==> src/rtl/rps_pkg.sv <==
package rps_pkg;

    localparam int MAX_RESULTS = 5;
    localparam int CNT_W = $clog2(MAX_RESULTS + 1);

    // Segment classes
    localparam logic [1:0] CLS_EMPTY  = 2'd0;
    localparam logic [1:0] CLS_DOT    = 2'd1;
    localparam logic [1:0] CLS_DOTDOT = 2'd2;
    localparam logic [1:0] CLS_PLAIN  = 2'd3;

    localparam logic [7:0] CH_SLASH     = 8'h2f;
    localparam logic [7:0] CH_BACKSLASH = 8'h5c;
    localparam logic [7:0] CH_COLON     = 8'h3a;
    localparam logic [7:0] CH_NUL       = 8'h00;
    localparam logic [7:0] CH_DOT       = 8'h2e;

    typedef struct packed {
        logic [7:0] in_char;
        logic       char_present;
        logic       path_last;
    } rps_item_t;

    typedef struct packed {
        logic [7:0] out_char;
        logic       out_valid;
        logic       path_done;
        logic       rejected;
    } rps_result_t;

    typedef struct packed {
        rps_result_t [MAX_RESULTS-1:0] res;
        logic [CNT_W-1:0]              cnt;
    } rps_burst_t;

endpackage

==> src/rtl/relative_path_sanitizer.sv <==
// Relative path sanitizer: takes a path one character per request and returns its
// canonical form with '/' between segments, followed by one end result (tlast)
// whose rejected bit tells the consumer to discard the characters of that path.
// A request passes an input register, the classification logic and a result
// buffer, so the first result of a request is offered on the result side when the
// input register has handed it on and the buffer has loaded it. The block takes
// one request per cycle while each causes at most one result and m_tready is high;
// a request that causes k results (up to five: separator, two held dots, the
// character and the end) holds the buffer until all k are taken, as it hands
// out one result per cycle while m_tready is high, and a following request that
// causes results waits until the buffer drains. Requests that cause no result pass
// through without waiting. No clearing pass is needed after reset.
module relative_path_sanitizer
    import rps_pkg::*;
(
    input  logic       clk,
    input  logic       rst_n,
    input  logic       s_tvalid,
    output logic       s_tready,
    input  logic [7:0] s_tdata,   // in_char
    input  logic       s_tlast,   // path_last
    input  logic       s_tuser,   // char_present
    output logic       m_tvalid,
    input  logic       m_tready,
    output logic [7:0] m_tdata,   // out_char
    output logic       m_tlast,   // path_done
    output logic [1:0] m_tuser    // out_valid, rejected
);

    rps_item_t  item;
    logic       item_vld;
    rps_burst_t burst;
    logic       free_next;
    logic       adv;
    logic       load;

    assign adv  = item_vld && ((burst.cnt == '0) || free_next);
    assign load = adv && (burst.cnt != '0);

    rps_in_reg u_in_reg (
        .clk      (clk),
        .rst_n    (rst_n),
        .s_tvalid (s_tvalid),
        .s_tready (s_tready),
        .s_tdata  (s_tdata),
        .s_tlast  (s_tlast),
        .s_tuser  (s_tuser),
        .adv      (adv),
        .item_vld (item_vld),
        .item     (item)
    );

    rps_core u_core (
        .clk   (clk),
        .rst_n (rst_n),
        .item  (item),
        .step  (adv),
        .burst (burst)
    );

    rps_out_buf u_out_buf (
        .clk       (clk),
        .rst_n     (rst_n),
        .load      (load),
        .burst     (burst),
        .free_next (free_next),
        .m_tvalid  (m_tvalid),
        .m_tready  (m_tready),
        .m_tdata   (m_tdata),
        .m_tlast   (m_tlast),
        .m_tuser   (m_tuser)
    );

endmodule

==> src/rtl/rps_in_reg.sv <==
module rps_in_reg
    import rps_pkg::*;
(
    input  logic       clk,
    input  logic       rst_n,
    input  logic       s_tvalid,
    output logic       s_tready,
    input  logic [7:0] s_tdata,   // in_char
    input  logic       s_tlast,   // path_last
    input  logic       s_tuser,   // char_present
    input  logic       adv,
    output logic       item_vld,
    output rps_item_t  item
);

    logic      vld_reg;
    logic      vld_next;
    rps_item_t item_reg;
    logic      accept;

    assign s_tready = !vld_reg || adv;
    assign accept   = s_tvalid && s_tready;
    assign item_vld = vld_reg;
    assign item     = item_reg;

    always_comb
    begin
        vld_next = vld_reg;
        if (accept)
        begin
            vld_next = 1'b1;
        end
        else if (adv)
        begin
            vld_next = 1'b0;
        end
    end

    always_ff @(posedge clk or negedge rst_n)
    begin
        if (!rst_n)
        begin
            vld_reg <= 1'b0;
        end
        else
        begin
            vld_reg <= vld_next;
        end
    end

    always_ff @(posedge clk)
    begin
        if (accept)
        begin
            item_reg.in_char      <= s_tdata;
            item_reg.char_present <= s_tuser;
            item_reg.path_last    <= s_tlast;
        end
    end

endmodule

==> src/rtl/rps_core.sv <==
module rps_core
    import rps_pkg::*;
(
    input  logic       clk,
    input  logic       rst_n,
    input  rps_item_t  item,
    input  logic       step,
    output rps_burst_t burst
);

    logic       first_reg, first_next;
    logic [1:0] cls_reg, cls_next;
    logic       any_reg, any_next;
    logic       rej_reg, rej_next;

    logic       open_seg;
    logic [1:0] dots;
    logic       put_c;
    logic       is_sep;
    logic       is_bad;
    logic       is_dot;
    logic [CNT_W-1:0] n;
    rps_result_t r_slash, r_dot, r_char, r_end;

    assign is_sep = (item.in_char == CH_SLASH) || (item.in_char == CH_BACKSLASH);
    assign is_bad = (item.in_char == CH_NUL) || (item.in_char == CH_COLON);
    assign is_dot = (item.in_char == CH_DOT);

    always_comb
    begin
        first_next = first_reg;
        cls_next   = cls_reg;
        any_next   = any_reg;
        rej_next   = rej_reg;
        open_seg   = 1'b0;
        dots       = 2'd0;
        put_c      = 1'b0;

        if (item.char_present && !rej_reg)
        begin
            first_next = 1'b0;
            if (is_sep)
            begin
                if (first_reg || cls_reg == CLS_DOTDOT)
                begin
                    rej_next = 1'b1;
                end
                else
                begin
                    cls_next = CLS_EMPTY;
                end
            end
            else if (is_bad)
            begin
                rej_next = 1'b1;
            end
            else
            begin
                case (cls_reg)
                    CLS_EMPTY:
                    begin
                        if (is_dot)
                        begin
                            cls_next = CLS_DOT;
                        end
                        else
                        begin
                            open_seg = 1'b1;
                        end
                    end
                    CLS_DOT:
                    begin
                        if (is_dot)
                        begin
                            cls_next = CLS_DOTDOT;
                        end
                        else
                        begin
                            open_seg = 1'b1;
                            dots     = 2'd1;
                        end
                    end
                    CLS_DOTDOT:
                    begin
                        open_seg = 1'b1;
                        dots     = 2'd2;
                    end
                    default:
                    begin
                        put_c = 1'b1;
                    end
                endcase
            end
        end
        else if (item.char_present)
        begin
            first_next = 1'b0;
        end

        if (open_seg)
        begin
            any_next = 1'b1;
            cls_next = CLS_PLAIN;
            put_c    = 1'b1;
        end

        // A path that ends on ".." or that never produced a segment is invalid.
        if (item.path_last && !rej_next)
        begin
            if (cls_next == CLS_DOTDOT || !any_next)
            begin
                rej_next = 1'b1;
            end
        end
    end

    always_comb
    begin
        r_slash = '{out_char: CH_SLASH, out_valid: 1'b1, path_done: 1'b0, rejected: 1'b0};
        r_dot   = '{out_char: CH_DOT, out_valid: 1'b1, path_done: 1'b0, rejected: 1'b0};
        r_char  = '{out_char: item.in_char, out_valid: 1'b1, path_done: 1'b0,
                    rejected: 1'b0};
        r_end   = '{out_char: 8'h00, out_valid: 1'b0, path_done: 1'b1, rejected: rej_next};

        burst.res = '0;
        n = '0;
        if (open_seg && any_reg)
        begin
            burst.res[n] = r_slash;
            n = n + CNT_W'(1);
        end
        if (dots != 2'd0)
        begin
            burst.res[n] = r_dot;
            n = n + CNT_W'(1);
        end
        if (dots == 2'd2)
        begin
            burst.res[n] = r_dot;
            n = n + CNT_W'(1);
        end
        if (put_c)
        begin
            burst.res[n] = r_char;
            n = n + CNT_W'(1);
        end
        if (item.path_last)
        begin
            burst.res[n] = r_end;
            n = n + CNT_W'(1);
        end
        burst.cnt = n;
    end

    always_ff @(posedge clk or negedge rst_n)
    begin
        if (!rst_n)
        begin
            first_reg <= 1'b1;
            cls_reg   <= CLS_EMPTY;
            any_reg   <= 1'b0;
            rej_reg   <= 1'b0;
        end
        else if (step)
        begin
            if (item.path_last)
            begin
                first_reg <= 1'b1;
                cls_reg   <= CLS_EMPTY;
                any_reg   <= 1'b0;
                rej_reg   <= 1'b0;
            end
            else
            begin
                first_reg <= first_next;
                cls_reg   <= cls_next;
                any_reg   <= any_next;
                rej_reg   <= rej_next;
            end
        end
    end

endmodule

==> src/rtl/rps_out_buf.sv <==
module rps_out_buf
    import rps_pkg::*;
(
    input  logic        clk,
    input  logic        rst_n,
    input  logic        load,
    input  rps_burst_t  burst,
    output logic        free_next,
    output logic        m_tvalid,
    input  logic        m_tready,
    output logic [7:0]  m_tdata,   // out_char
    output logic        m_tlast,   // path_done
    output logic [1:0]  m_tuser    // out_valid, rejected
);

    rps_result_t [MAX_RESULTS-1:0] ent_reg;
    rps_result_t [MAX_RESULTS-1:0] ent_next;
    logic [CNT_W-1:0]              cnt_reg;
    logic [CNT_W-1:0]              cnt_next;
    logic                          take;

    assign m_tvalid  = (cnt_reg != '0);
    assign take      = m_tvalid && m_tready;
    assign free_next = (cnt_reg == '0) || ((cnt_reg == CNT_W'(1)) && m_tready);
    assign m_tdata   = ent_reg[0].out_char;
    assign m_tlast   = ent_reg[0].path_done;
    assign m_tuser   = {ent_reg[0].rejected, ent_reg[0].out_valid};

    always_comb
    begin
        ent_next = ent_reg;
        cnt_next = cnt_reg;
        if (load)
        begin
            ent_next = burst.res;
            cnt_next = burst.cnt;
        end
        else if (take)
        begin
            // The head result leaves; the rest move down one place.
            for (int i = 0; i < MAX_RESULTS - 1; i++)
            begin
                ent_next[i] = ent_reg[i+1];
            end
            cnt_next = cnt_reg - CNT_W'(1);
        end
    end

    always_ff @(posedge clk or negedge rst_n)
    begin
        if (!rst_n)
        begin
            cnt_reg <= '0;
        end
        else
        begin
            cnt_reg <= cnt_next;
        end
    end

    always_ff @(posedge clk)
    begin
        ent_reg <= ent_next;
    end

endmodule

==> config.mk <==
export PLATFORM = sky130hd
export DESIGN_NAME = relative_path_sanitizer
export DESIGN_NICKNAME = d
export VERILOG_FILES = /design/src/rtl/rps_pkg.sv /design/src/rtl/relative_path_sanitizer.sv /design/src/rtl/rps_in_reg.sv /design/src/rtl/rps_core.sv /design/src/rtl/rps_out_buf.sv
export SDC_FILE = /design/constraint.sdc
export NUM_CORES = 1
export LEC_CHECK = 0
export ABC_AREA = 1
export BUFFER_PORTS_ARGS = -buffer_cell sky130_fd_sc_hd__buf_2
export CAP_MARGIN = 20
export CORE_MARGIN = 2
export CORE_UTILIZATION = 39
export DETAILED_ROUTE_END_ITERATION = 6
export PLACE_DENSITY_LB_ADDON = 0.3
export SKIP_LAST_GASP = 1
export SYNTH_ARGS = -nofsm -noshare
export SYNTH_HDL_FRONTEND = slang
export SYNTH_SLANG_ARGS = --single-unit
==> constraint.sdc <==
create_clock -name clk -period 4.8 [get_ports clk]
set_clock_uncertainty 0.1 [all_clocks]
set_input_delay 0.48 -clock clk [delete_from_list [all_inputs] [get_ports clk]]
set_output_delay 0.48 -clock clk [all_outputs]
set_load 0.03 [all_outputs]
# [Word-level counts from Yosys, hierarchy flattened]
# Index checks and enable logic that the tools add are counted.
# W data, S select, Z words.
[totals] reg_bits=74 latch_bits=0 mem_bits_rw=0 mem_bits_ro=0 inputBits=14 output_inout_bits=13 wordCells=155 mem_count=0
[classes] addsub=5 n_mul=0 n_div=0 magnitude_cmp=8 eq_ne=9 shift=0 muxes=62 bitwise_logic=6 n_reduce_logical=36
[ops] op="$mux W55" n=4
[ops] op="$demux W11 S3" n=4
[ops] op="$bwmux W55" n=2
[ops] op="$mux W44" n=2
[ops] op="$not A30 Y30" n=2
[ops] op="$mux W11" n=4
[ops] op="$and A30 B30 Y30" n=1
[ops] op="$and A6 B30 Y30" n=1
[ops] op="$mux W1" n=25
[ops] op="$or A25 B25 Y25" n=1
[ops] op="$or A5 B25 Y25" n=1
[ops] op="$eq A8 B6 Y1 const B" n=3
[ops] op="$mux W2" n=11
[ops] op="$mux W3" n=6
[ops] op="$logic_and A1 B1 Y1" n=12
[ops] op="$lt A3 B4 Y1 const B" n=3
[ops] op="$add A3 B1 Y3 const B" n=3
[ops] op="$ge A3 B1 Y1 const B" n=3
[ops] op="$mux W9" n=1
[ops] op="$reduce_bool A3 Y1" n=3
[ops] op="$eq A8 B7 Y1 const B" n=1
[ops] op="$logic_not A8 Y1" n=1
[ops] op="$pmux W2 S2" n=2
[ops] op="$logic_or A1 B1 Y1" n=7
[ops] op="other kinds (15)" n=23

# [Logic depth before layout (Yosys ltp)]
# Gate-level depths: netlist of run 1.
[depth] ltp_word=22 depth_mapped=28 ltp_nobuf=27

# [Cells and area by module]
# A second synthesis of run 1 with hierarchy kept.
[hier_totals] cells_unflattened=551 hier_area_um2=4601.9
[modules_own_cells] module="rps_out_buf" instances=1 cells_per_inst=241 area_per_inst_um2=2555.0 seq_area_each_um2=1726.7
[modules_own_cells] module="rps_core" instances=1 cells_per_inst=286 area_per_inst_um2=1665.3 seq_area_each_um2=126.4
[modules_own_cells] module="rps_in_reg" instances=1 cells_per_inst=16 area_per_inst_um2=345.3 seq_area_each_um2=325.3
[modules_own_cells] module="relative_path_sanitizer" instances=1 cells_per_inst=8 area_per_inst_um2=36.3 seq_area_each_um2=0.0

# [Least setup slack after synthesis of run 1]
# Ideal clock, no wire load.
[synth_timing] path_kind="reg-to-reg" startpoint="register u_core.cls_reg[1]" endpoint="register u_out_buf.ent_reg[11] (netlist name) (enable)" setup_time_ps=558 t_arrival_ps=3735 required_time_ps=4142 path_slack_ps=407 stages_incl_launch_ff=27 n_path_buf=2 synth_period_minus_slack_ps=4393 cell_sequence="dfrtp_1 > inv_1 > ha_1 > inv_1 > nor2_1 > nand3_2 > nor2_2 > nand2_2 > inv_2 > nand2_4 > nand2_1 > inv_1 > ha_1 > nand2_1 > nand2_1 > inv_1 > ha_1 > nand2_1 > inv_1 > nand2_1 > nand2_1 > nor2_1 > nand2_2 > nand3_2 > buf_6 > buf_6 > nand2_1"
[synth_via] elab_chain_cells=21 elab_cells_between_ends=36 classes_between="add/sub: 4; eq/ne: 3; mux: 18; reduce/logical: 11"
[synth_lines] element="start, declared" line_no="rps_core.sv:12" source="logic [1:0] cls_reg, cls_next;"
[synth_lines] element="start signal, assigned" line_no="rps_core.sv:176" source="cls_reg <= cls_next;"
[synth_lines] element="$eq A2 B1 Y1 or $logic_not A2 Y1 (tied branches)" line_no="rps_core.sv:59" source="case (cls_reg)"
[synth_lines] element="$reduce_or A2 Y1 (no line)"
[synth_lines] element="$pmux W1 S2" line_no="rps_core.sv:59"
[synth_lines] element="$mux W1" line_no="rps_core.sv:53" source="else if (is_bad)"
[synth_lines] element="$mux W1" line_no="rps_core.sv:42" source="if (is_sep)"
[synth_lines] element="$mux W1" line_no="rps_core.sv:39" source="if (item.char_present && !rej_reg)"
[synth_lines] element="$logic_and A1 B1 Y1" line_no="rps_core.sv:127" source="if (open_seg && any_reg)"
[synth_lines] element="$mux W1" line_no="rps_core.sv:127"
[synth_lines] element="[5 not listed]"
[synth_lines] element="$mux W3 (*)" line_no="rps_core.sv:142" source="if (put_c)"
[synth_lines] element="$add A3 B1 Y3" line_no="rps_core.sv:150" source="n = n + CNT_W'(1);"
[synth_lines] element="$mux W3 (*)" line_no="rps_core.sv:147" source="if (item.path_last)"
[synth_lines] element="$logic_not A3 Y1" line_no="relative_path_sanitizer.sv:37" source="assign adv = item_vld && ((burst.cnt == '0) || free_next);"
[synth_lines] element="$logic_or A1 B1 Y1" line_no="relative_path_sanitizer.sv:37"
[synth_lines] element="$logic_and A1 B1 Y1" line_no="relative_path_sanitizer.sv:37"
[synth_lines] element="$logic_and A1 B1 Y1 (*)" line_no="relative_path_sanitizer.sv:38" source="assign load = adv && (burst.cnt != '0);"
[synth_lines] element="$reduce_bool A2 Y1 (no line) (*)"
[synth_lines] element="end signal, assigned" line_no="rps_out_buf.sv:63" source="ent_reg <= ent_next;"
[synth_lines] element="end, declared" line_no="rps_out_buf.sv:16" source="rps_result_t [MAX_RESULTS-1:0] ent_reg;"
# Mark *: on every way between the ends. The rest lies on a longest branch, timed or not.
# A chain may end at the register's enable or synchronous reset.

# [Worst setup path after layout of run 1]
[layout_timing] startpoint="register u_core.cls_reg[1]" endpoint="output port s_tready"
[layout_via] elab_chain_cells=20 elab_cells_between_ends=34 classes_between="add/sub: 4; eq/ne: 3; mux: 18; reduce/logical: 9"
[layout_lines] element="$eq A2 B1 Y1 or $logic_not A2 Y1 (tied branches)" line_no="rps_core.sv:59"
[layout_lines] element="$reduce_or A2 Y1 (no line)"
[layout_lines] element="$pmux W1 S2" line_no="rps_core.sv:59"
[layout_lines] element="$mux W1" line_no="rps_core.sv:53"
[layout_lines] element="$mux W1" line_no="rps_core.sv:42"
[layout_lines] element="$mux W1" line_no="rps_core.sv:39"
[layout_lines] element="$logic_and A1 B1 Y1" line_no="rps_core.sv:127"
[layout_lines] element="$mux W1" line_no="rps_core.sv:127"
[layout_lines] element="[4 not listed]"
[layout_lines] element="$add A3 B1 Y3" line_no="rps_core.sv:145" source="n = n + CNT_W'(1);"
[layout_lines] element="$mux W3 (*)" line_no="rps_core.sv:142"
[layout_lines] element="$add A3 B1 Y3" line_no="rps_core.sv:150"
[layout_lines] element="$mux W3 (*)" line_no="rps_core.sv:147"
[layout_lines] element="$logic_not A3 Y1 (*)" line_no="relative_path_sanitizer.sv:37"
[layout_lines] element="$logic_or A1 B1 Y1 (*)" line_no="relative_path_sanitizer.sv:37"
[layout_lines] element="$logic_and A1 B1 Y1 (*)" line_no="relative_path_sanitizer.sv:37"
[layout_lines] element="$logic_or A1 B1 Y1 (*)" line_no="rps_in_reg.sv:21" source="assign s_tready = !vld_reg || adv;"
[layout_lines] element="end, declared" line_no="relative_path_sanitizer.sv:19" source="output logic s_tready,"
# Marks and branches as above.

==> flow_summary.ini, run 1 <==
[timing]
final_max_slew_viol_count = 0
setup_viol = 0
maxSlewHeadroom = 0.622
worst_pin_slew_ns = 0.564
hold_viol_final = 0
timing.final.crit_share = 0.893
rsz0062_at_grt = no
period_needed_ns = 4.29
max_freq_ghz = 0.233
tns_ns = 0

[worst_setup_path]
cp_common_cell = nand2_1
crit_path_end_kind = output pin
crit_type = flop to output pin
cp.arrival_ns = 3.71
cp.required_ns = 4.22
path_max_fanout = 8
cp_top_family = simple AND/OR/NAND/NOR gates
start_kind = flop
crit_buf_inv = 7
cpPeakStageDelay_ns = 0.47
crit_chain = inv_1, ha_1, inv_1, nor2_1, nand3_2, nor2_2, nand2_2, inv_2, nand2_4, nand2_1, inv_1, ha_1, nand2_1, nand2_1, inv_1, ha_1, nand2_1, inv_1, nand2_1, nand2_1, nor2_1, nand2_2, nand4_1, buf_2
crit_slowest_cell = dfrtp_1

[global_route]
grt_pass1_vias = 2976
grt_use_total = 0.157
antenna_found_initial = 0
grt_pass1_wl_um = 14300
grt_max_degree = 45
grt_overflow = 0

[cts]
cts_htree_levels = 3
clk_path_buf_depth = 2
cts_resized = 0
cts_root_buf = clkbuf_8
clk_pin_slew_ns = 0.08
cts.sinks = 74
tritoncts = yes
insertion_delay_ns = 0.36
cts_buffers = 9

[routing]
drt_iter0_drc = 210
drtPass1Iterations = 5
dr_total_vias = 3233
drcViolationCount = 0
antenna_left = 0
post_drt_wl_per_cell_um = 13.0
drt_wl_total_um = 8600
via_per_inst = 4.88

[synthesis]
ys_types = 38
syn_avg_cell_area_sq_um = 8.78
ys_ff_latch = 74
ys.warnings.count = 0
ys.flop_type = edfxtp_1
seq_area_frac_synth = 0.507
synth_area_sq_um = 4290
synth_cells = 489
synthArstFlopShare = 0.122
synth_edf_count = 65

[power_and_ir_drop]
p_per_area_nw_per_um2 = 672
peakVddDrop_v = 0.000257
p_leak_nw = 2.08

[placement]
port_buffers = 26
gp_congestion = 0.861
dp_hpwl_um = 6340
post_dp_cell_area_sq_um = 4500

[final_layout]
drive_gt1_frac = 0.170
final_area_sq_um = 4720
nets = 545
antenna_cells = 0
fillers = 1037
final_cell_mix = nand2_1, edfxtp_1, inv_1, nand3_1
layout_commonest_cell = nand2_1
areaGrowthSynthToFinish_pct = 9.97
largest_reg_flops = 44

[floorplanning]
die_y_um = 109
start_util = 0.398
io_pins = 27
fp.dieW_um = 109
rows = 38
dieArea_sq_um = 11900
core_sq_um = 10800

[run]
maxCapViolCount = 0

[min_path]
hold_path_class = primary input to flop

[run_status]
status = completed
-- Yosys cell counts, types with 3 or more instances --
| cell type | instances | share of area |
|---|---|---|
| a21oi_1 | 18 | 0.021 |
| a31oi_1 | 3 | 0.0044 |
| buf_2 | 4 | 0.0047 |
| buf_4 | 10 | 0.017 |
| buf_6 | 6 | 0.016 |
| dfrtp_1 | 8 | 0.047 |
| edfxtp_1 | 65 | 0.45 |
| ha_1 | 14 | 0.041 |
| inv_1 | 36 | 0.031 |
| inv_2 | 6 | 0.0052 |
| nand2_1 | 171 | 0.15 |
| nand2_2 | 10 | 0.015 |
| nand2_4 | 4 | 0.010 |
| nand3_1 | 32 | 0.037 |
| nand4_1 | 4 | 0.0058 |
| nor2_1 | 26 | 0.023 |
| nor2_2 | 4 | 0.0058 |
| o21ai_0 | 22 | 0.026 |
| o21ai_1 | 18 | 0.021 |
| o21ai_2 | 6 | 0.012 |
-- metal layers --
metal / wire [um] / track usage / part of all wire / vias up
li1: - / - / - / 1662
met3: 293 / 0.0347 / 0.034 / 12
met1: 4000 / 0.198 / 0.46 / 1497
met2: 4130 / 0.264 / 0.48 / 62
met5: 0 / 0 / 0 / -
met4: 187 / 0.0577 / 0.022 / 0
-- final cells by class --
class                      instances  area, sq um  share of cell area
multi-input combinational        358         1820               0.385
clock inverter                     7         83.8              0.0178
sequential                        74         2180               0.461
tap                              140          175              0.0371
clock buffer                       9          124              0.0262
inverter                          43          161              0.0342
timing repair buffer              31          183              0.0387
-- power by group --
group          total, mW  switching [mW]  internal [mW]  leakage, nW
sequential          1.23           0.137           1.09        0.737
clock              0.512           0.263          0.249        0.102
combinational       1.43           0.992          0.437         1.24
-- cells by family (layout without fill, tap and decap cells) --
kind of cell,after synthesis,in the layout,share of synthesized area
adders and majority gates,14,14,0.0408
xor gates and xnor gates,2,2,0.00408
buffers and inverters,65,90,0.0772
DFF,74,74,0.507
and+or+nand+nor,262,262,0.274
other,1,9,0.000873
AOI/OAI and AO/OA,71,71,0.0953
-- timing repair --
item	in CTS	in global routing
hold buffers	1	0
hold endpoints to repair	8	0
buffers inserted	0	0
-- final timing paths --
check	startpoint	endpoint	slack, ns	depth (start not counted)
min in group asynchronous	rst_n	u_out_buf.cnt_reg[2]	0.41	2
max	u_core.cls_reg[1]	s_tready	0.51	24
max in group asynchronous	rst_n	u_core.first_reg	3.94	2
min	s_tuser	u_in_reg.item[1]	0.20	1
min reg2reg	u_out_buf.ent_reg[34]	u_out_buf.ent_reg[23]	0.41	2
max reg2reg	u_core.cls_reg[1]	u_out_buf.m_tlast	0.63	25
-- stage by stage --
| step | hold WS (ns) | utilization | setup slack, ns | std cells | power, mW |
|---|---|---|---|---|---|
| finish | 0.198 | 0.438 | 0.512 | 662 | 3.17 |
| global route | 0.175 | 0.438 | 0.148 | 662 | 3.43 |
| CTS | 0.186 | 0.438 | 0.492 | 662 | 3.20 |
| detailed placement | 0.259 | 0.417 | 0.644 | 645 | 2.68 |
| global placement | 0.251 | 0.417 | 0.755 | 645 | 2.65 |
| floorplan | 0.0844 | - | 0.407 | 497 | 2.40 |
No activity file was read; power rests on OpenSTA's default activity.
==> inputs of run 2 (changes only) <==
Settings changed: ABC_AREA 1 to unset, BUFFER_PORTS_ARGS -buffer_cell sky130_fd_sc_hd__buf_2 to unset, DONT_BUFFER_PORTS set to 1.
==> flow_summary.ini, run 2 <==
[cts]
clk_path_buf_depth = 2
cts_htree_levels = 3
tritoncts = yes
clk_pin_slew_ns = 0.05
cts.sinks = 74
insertion_delay_ns = 0.33
cts_buffers = 9
cts_root_buf = clkbuf_16

[global_route]
grt_use_total = 0.146
grt_overflow = 0
grt_pass1_vias = 2838
grt_max_degree = 45
antenna_found_initial = 0
grt_pass1_wl_um = 14600

[synthesis]
synth_cells = 404
ys.warnings.count = 0
syn_avg_cell_area_sq_um = 11.1
synth_edf_count = 65
synthTopCellsByArea = edfxtp_1, mux2i_1, dfrtp_1
seq_area_frac_synth = 0.485
synth_common_cells = edfxtp_1, inv_1, mux2i_1, nor2_1, nand2_1
synthArstFlopShare = 0.122
yosys.area.top_type_share = 0.435
synth_area_sq_um = 4490
synth_top_area_cell = edfxtp_1
ys.flop_type = edfxtp_1
yosysMostFrequentCell = edfxtp_1
ys_ff_latch = 74
ys_types = 69

[floorplanning]
fp.dieW_um = 111
io_pins = 27
dieArea_sq_um = 12400
rows = 39
start_util = 0.397
die_y_um = 111
core_sq_um = 11300

[routing]
drt_wl_total_um = 8880
dr_wl_met3_um = 388
antenna_left = 0
met1_length_um = 4210
maxUsedRoutingLayer = met4
post_drt_wl_per_cell_um = 15.4
drcViolationCount = 0
wl_met2_um = 4150
via_per_inst = 5.31
drtPass1Iterations = 5
dr_total_vias = 3053
drt_iter0_drc = 176

[timing]
max_freq_ghz = 0.218
maxSlewHeadroom = 0.482
period_needed_ns = 4.58
setup_ws_ns = 0.223
setup_viol = 0
final_max_slew_viol_count = 0
rsz0062_at_grt = no
tns_ns = 0
hold_viol_final = 0
worst_pin_slew_ns = 0.773
timing.final.crit_share = 0.954

[worst_setup_path]
r2r_start = u_in_reg.item[3]
crit_path_end_kind = output pin
rr_worst_depth = 19
path_max_fanout = 5
start_kind = flop
r2r-end = u_out_buf.m_tdata[4]
cp.arrival_ns = 4.00
r2r_slack_ns = 0.26
crit_type = flop to output pin
cp.required_ns = 4.22

[power_and_ir_drop]
peakVddDrop_v = 0.000352
p_leak_nw = 2.00
p_per_area_nw_per_um2 = 758

[min_path]
hold_path_class = primary input to flop
hold_path_end = u_in_reg.item[1]
holdCritStartpoint = s_tuser
whs_path_depth = 0

[final_layout]
largest_reg_flops = 44
areaGrowthSynthToFinish_pct = 15.0
fillers = 1055
drive_gt1_frac = 0.204
final_cell_mix = edfxtp_1, inv_1, mux2i_1, buf_4
layout_commonest_cell = edfxtp_1
antenna_cells = 0
nets = 457

[placement]
dp_hpwl_um = 6180
gp_congestion = 0.860
dp_worst_setup_slack_ns = 0.0614
port_buffers = 0

[run_status]
status = completed

[run]
maxCapViolCount = 0
[run 2: critical path, cell delays in order, from the launching register on]
cell	delay (ns)
edfxtp_1	0.45
or4_4	0.59
a211o_1	0.35
o211ai_2	0.10
nor2_1	0.11
inv_2	0.09
o22ai_2	0.08
ha_1	0.28
a311oi_1	0.21
a31oi_1	0.08
or2_2	0.33
inv_2	0.10
ha_1	0.26
a21oi_4	0.25
nand3_2	0.15
nand3_1	0.11
buf_4	0.16
[run 2: cells by family after synthesis]
logic type | Yosys count | share of synthesized area
simple gates | 101 | 0.123
buf+inv | 82 | 0.0864
compound gates | 78 | 0.137
flops | 74 | 0.485
mux | 50 | 0.115
fa+ha+maj | 14 | 0.0390
xor+xnor | 4 | 0.0137
other cells | 1 | 0.000835
[run 2: what timing repair did]
action | in CTS | in global routing
hold endpoints to repair | 9 | 0
resized for setup | 4 | 5
hold buffers | 1 | 0
endpoints found under the setup margin | 1 | 93
pin swaps | 1 | 3
buffers inserted | 4 | 17
[run 2: cell type report]
type	instances	area, sq um	area share
clock buffer	10	229	0.0443
clock inverter	4	68.8	0.0133
inverter	49	184	0.0356
multi-input combinational	256	1990	0.385
sequential	74	2180	0.422
tap	143	179	0.0346
timing repair buffer	39	337	0.0651
[run 2: report_power, final]
part           leakage, nW  switching [mW]  internal (mW)
Clock                0.146           0.239          0.446
Combinational         1.12            1.05          0.785
Sequential           0.739           0.243           1.16
[run 2: routing by layer]
metal  global-route usage  up-vias
li1                     -     1510
met1                0.204     1447
met2                0.226       87
met3               0.0388        9
met4               0.0387        0
met5                    0        -
[run 2: worst max-delay path by stage]
| stage | endpoint | slack, ns | cells after the start | startpoint |
|---|---|---|---|---|
| 5_1_grt | u_out_buf.m_tdata[6] | 0.007 | 20 | u_in_reg.item[3] |
| 6_report | s_tready | 0.22 | 16 | u_in_reg.item[3] |
| 4_1_cts | s_tready | 0.009 | 16 | u_in_reg.item[6] |
| 2_1_floorplan | u_out_buf.ent_reg[11] | 0.04 | 18 | u_in_reg.item[3] |
| 3_3_place_gp | u_out_buf.m_tdata[4] | 0.20 | 18 | u_in_reg.item[3] |
| 3_5_place_dp | u_out_buf.m_tdata[4] | 0.06 | 17 | u_in_reg.item[8] |
[run 2: stage by stage]
stage,hold slack (ns),instances,cell area [sq um],util,power (mW)
after floorplan,0.0844,412,4520,-,2.70
after global placement,0.0846,539,4660,0.412,3.04
after detailed placement,0.0846,539,4660,0.412,3.08
after CTS,0.138,558,5020,0.443,3.81
after global routing,0.132,575,5170,0.456,4.18
final,0.150,575,5170,0.456,3.92
==> inputs of run 3 (changes only) <==
Settings changed: CORE_UTILIZATION 39 to 55, SLEW_MARGIN set to 30.
==> flow_summary.ini, run 3 (synthesis gave the netlist of run 2 again) <==
[final_layout]
largest_reg_flops = 44
drive_gt1_frac = 0.198
layout.cells.non_filler = 527
antenna_cells = 0
fillers = 600
final_cell_mix = edfxtp_1, inv_1, mux2i_1, buf_4
layout_commonest_cell = edfxtp_1
areaGrowthSynthToFinish_pct = 10.3
nets = 448

[timing]
timing.final.crit_share = 0.955
maxSlewHeadroom = 0.510
holdWs_ns = 0.111
setup_ws_ns = 0.215
max_freq_ghz = 0.218
period_needed_ns = 4.58
tns_ns = 0
final_max_slew_viol_count = 0
hold_viol_final = 0
setup_viol = 0
worst_pin_slew_ns = 0.730

[routing]
drt_wl_total_um = 9070
drcViolationCount = 0
antenna_left = 0
via_per_inst = 5.90
dr_total_vias = 3109
post_drt_wl_per_cell_um = 17.2
drtPass1Iterations = 5
drt_iter0_drc = 355

[cts]
cts.sinks = 74
cts_buffers = 9
insertion_delay_ns = 0.36
clk_pin_slew_ns = 0.08
cts_root_buf = clkbuf_8
clk_path_buf_depth = 2
tritoncts = yes
cts_htree_levels = 3

[global_route]
grt_max_degree = 45
busiest_layer = met2
grt_pass1_vias = 2914
grt_pass1_wl_um = 14600
grt_use_total = 0.218
antenna_found_initial = 0
grt_overflow = 0
met3_usage = 0.0519
met2_usage = 0.340
use_met1 = 0.298

[min_path]
hold_path_class = primary input to flop

[worst_setup_path]
cp.arrival_ns = 4.00
path_max_fanout = 9
crit_path_end_kind = output pin
crit_type = flop to output pin
start_kind = flop
cp.required_ns = 4.22

[power_and_ir_drop]
p_leak_nw = 1.91
p_per_area_nw_per_um2 = 746
peakVddDrop_v = 0.000427

[run_status]
status = completed

[floorplanning]
die_y_um = 94.4
dieArea_sq_um = 8910
io_pins = 27
fp.dieW_um = 94.4
core_sq_um = 7810
rows = 32
start_util = 0.575

[placement]
gp_congestion = 0.914
dp_hpwl_um = 6130
dp_worst_setup_slack_ns = 0.0665
placed_cells = 495
port_buffers = 0

[run]
maxCapViolCount = 0
[run 3: cell count changes in the layout (fill, tap and decap cells not counted), sizes merged]
| cell | before | now |
|---|---|---|
| buf | 38 | 29 |
| clkinvlp | 0 | 2 |
| inv | 49 | 50 |
| clkinv | 2 | 1 |
[run 3: stage by stage]
step / total power [mW] / instance area [sq um] / util
after floorplan: 2.70 / 4520 / -
after global placement: 2.98 / 4580 / 0.586
after detailed placement: 3.03 / 4580 / 0.586
after CTS: 3.62 / 4860 / 0.622
after global routing: 3.93 / 4950 / 0.634
final: 3.69 / 4950 / 0.634
[run 3: report_power, final]
part,internal (mW),switching [mW],total [mW]
combinational,0.716,1.03,1.75
sequential,1.16,0.246,1.40
clock,0.294,0.247,0.540
[run 3: per-layer routing]
metal | up-vias | routed length, um
met1 | 1494 | 4080
met2 | 110 | 4370
li1 | 1487 | -
met3 | 18 | 462
met5 | - | 0
met4 | 0 | 149
[run 3: final timing paths]
check                                      start               endpoint  slack [ns]  cells after the start
max                             u_in_reg.item[8]               s_tready        0.22                     16
min                                      s_tlast       u_in_reg.item[0]        0.11                      0
max reg2reg                     u_in_reg.item[8]  u_out_buf.ent_reg[17]        0.28                     17
min reg2reg                u_out_buf.ent_reg[26]  u_out_buf.ent_reg[15]        0.43                      1
max in group asynchronous                  rst_n       u_core.first_reg        3.89                      1
min in group asynchronous                  rst_n      u_core.cls_reg[0]        0.38                      1
[run 3: final cells by class]
| type | count | area, sq um | share of cell area |
|---|---|---|---|
| Tap cell | 102 | 128 | 0.0258 |
| Clock inverter | 6 | 88.8 | 0.0179 |
| Clock buffer | 10 | 128 | 0.0258 |
| Inverter | 49 | 184 | 0.0371 |
| Timing Repair Buffer | 30 | 253 | 0.0510 |
| Sequential cell | 74 | 2180 | 0.440 |
| Multi-Input combinational cell | 256 | 1990 | 0.402 |
[run 3: repair_timing]
| item | 4_1_cts | 5_1_grt |
|---|---|---|
| buffers inserted | 5 | 10 |
| pin swaps | 2 | 1 |
| gates cloned | 0 | 0 |
| endpoints found under the hold margin | 9 | 0 |
| resized for setup | 4 | 6 |
| hold buffers | 1 | 0 |
| endpoints found under the setup margin | 1 | 27 |
[run 3: critical path, cell delays in order, from the launching register on]
cell and delay [ns]:
edfxtp_1 0.55, and4bb_1 0.30, a22oi_2 0.27, o211ai_2 0.18, nor2_1 0.21, inv_2 0.08
o22ai_2 0.17, buf_4 0.19, ha_1 0.31, inv_1 0.11, ha_1 0.27, and2_1 0.16
o21ai_2 0.27, xnor2_2 0.17, nand3_2 0.14, nand3_1 0.11, buf_4 0.16
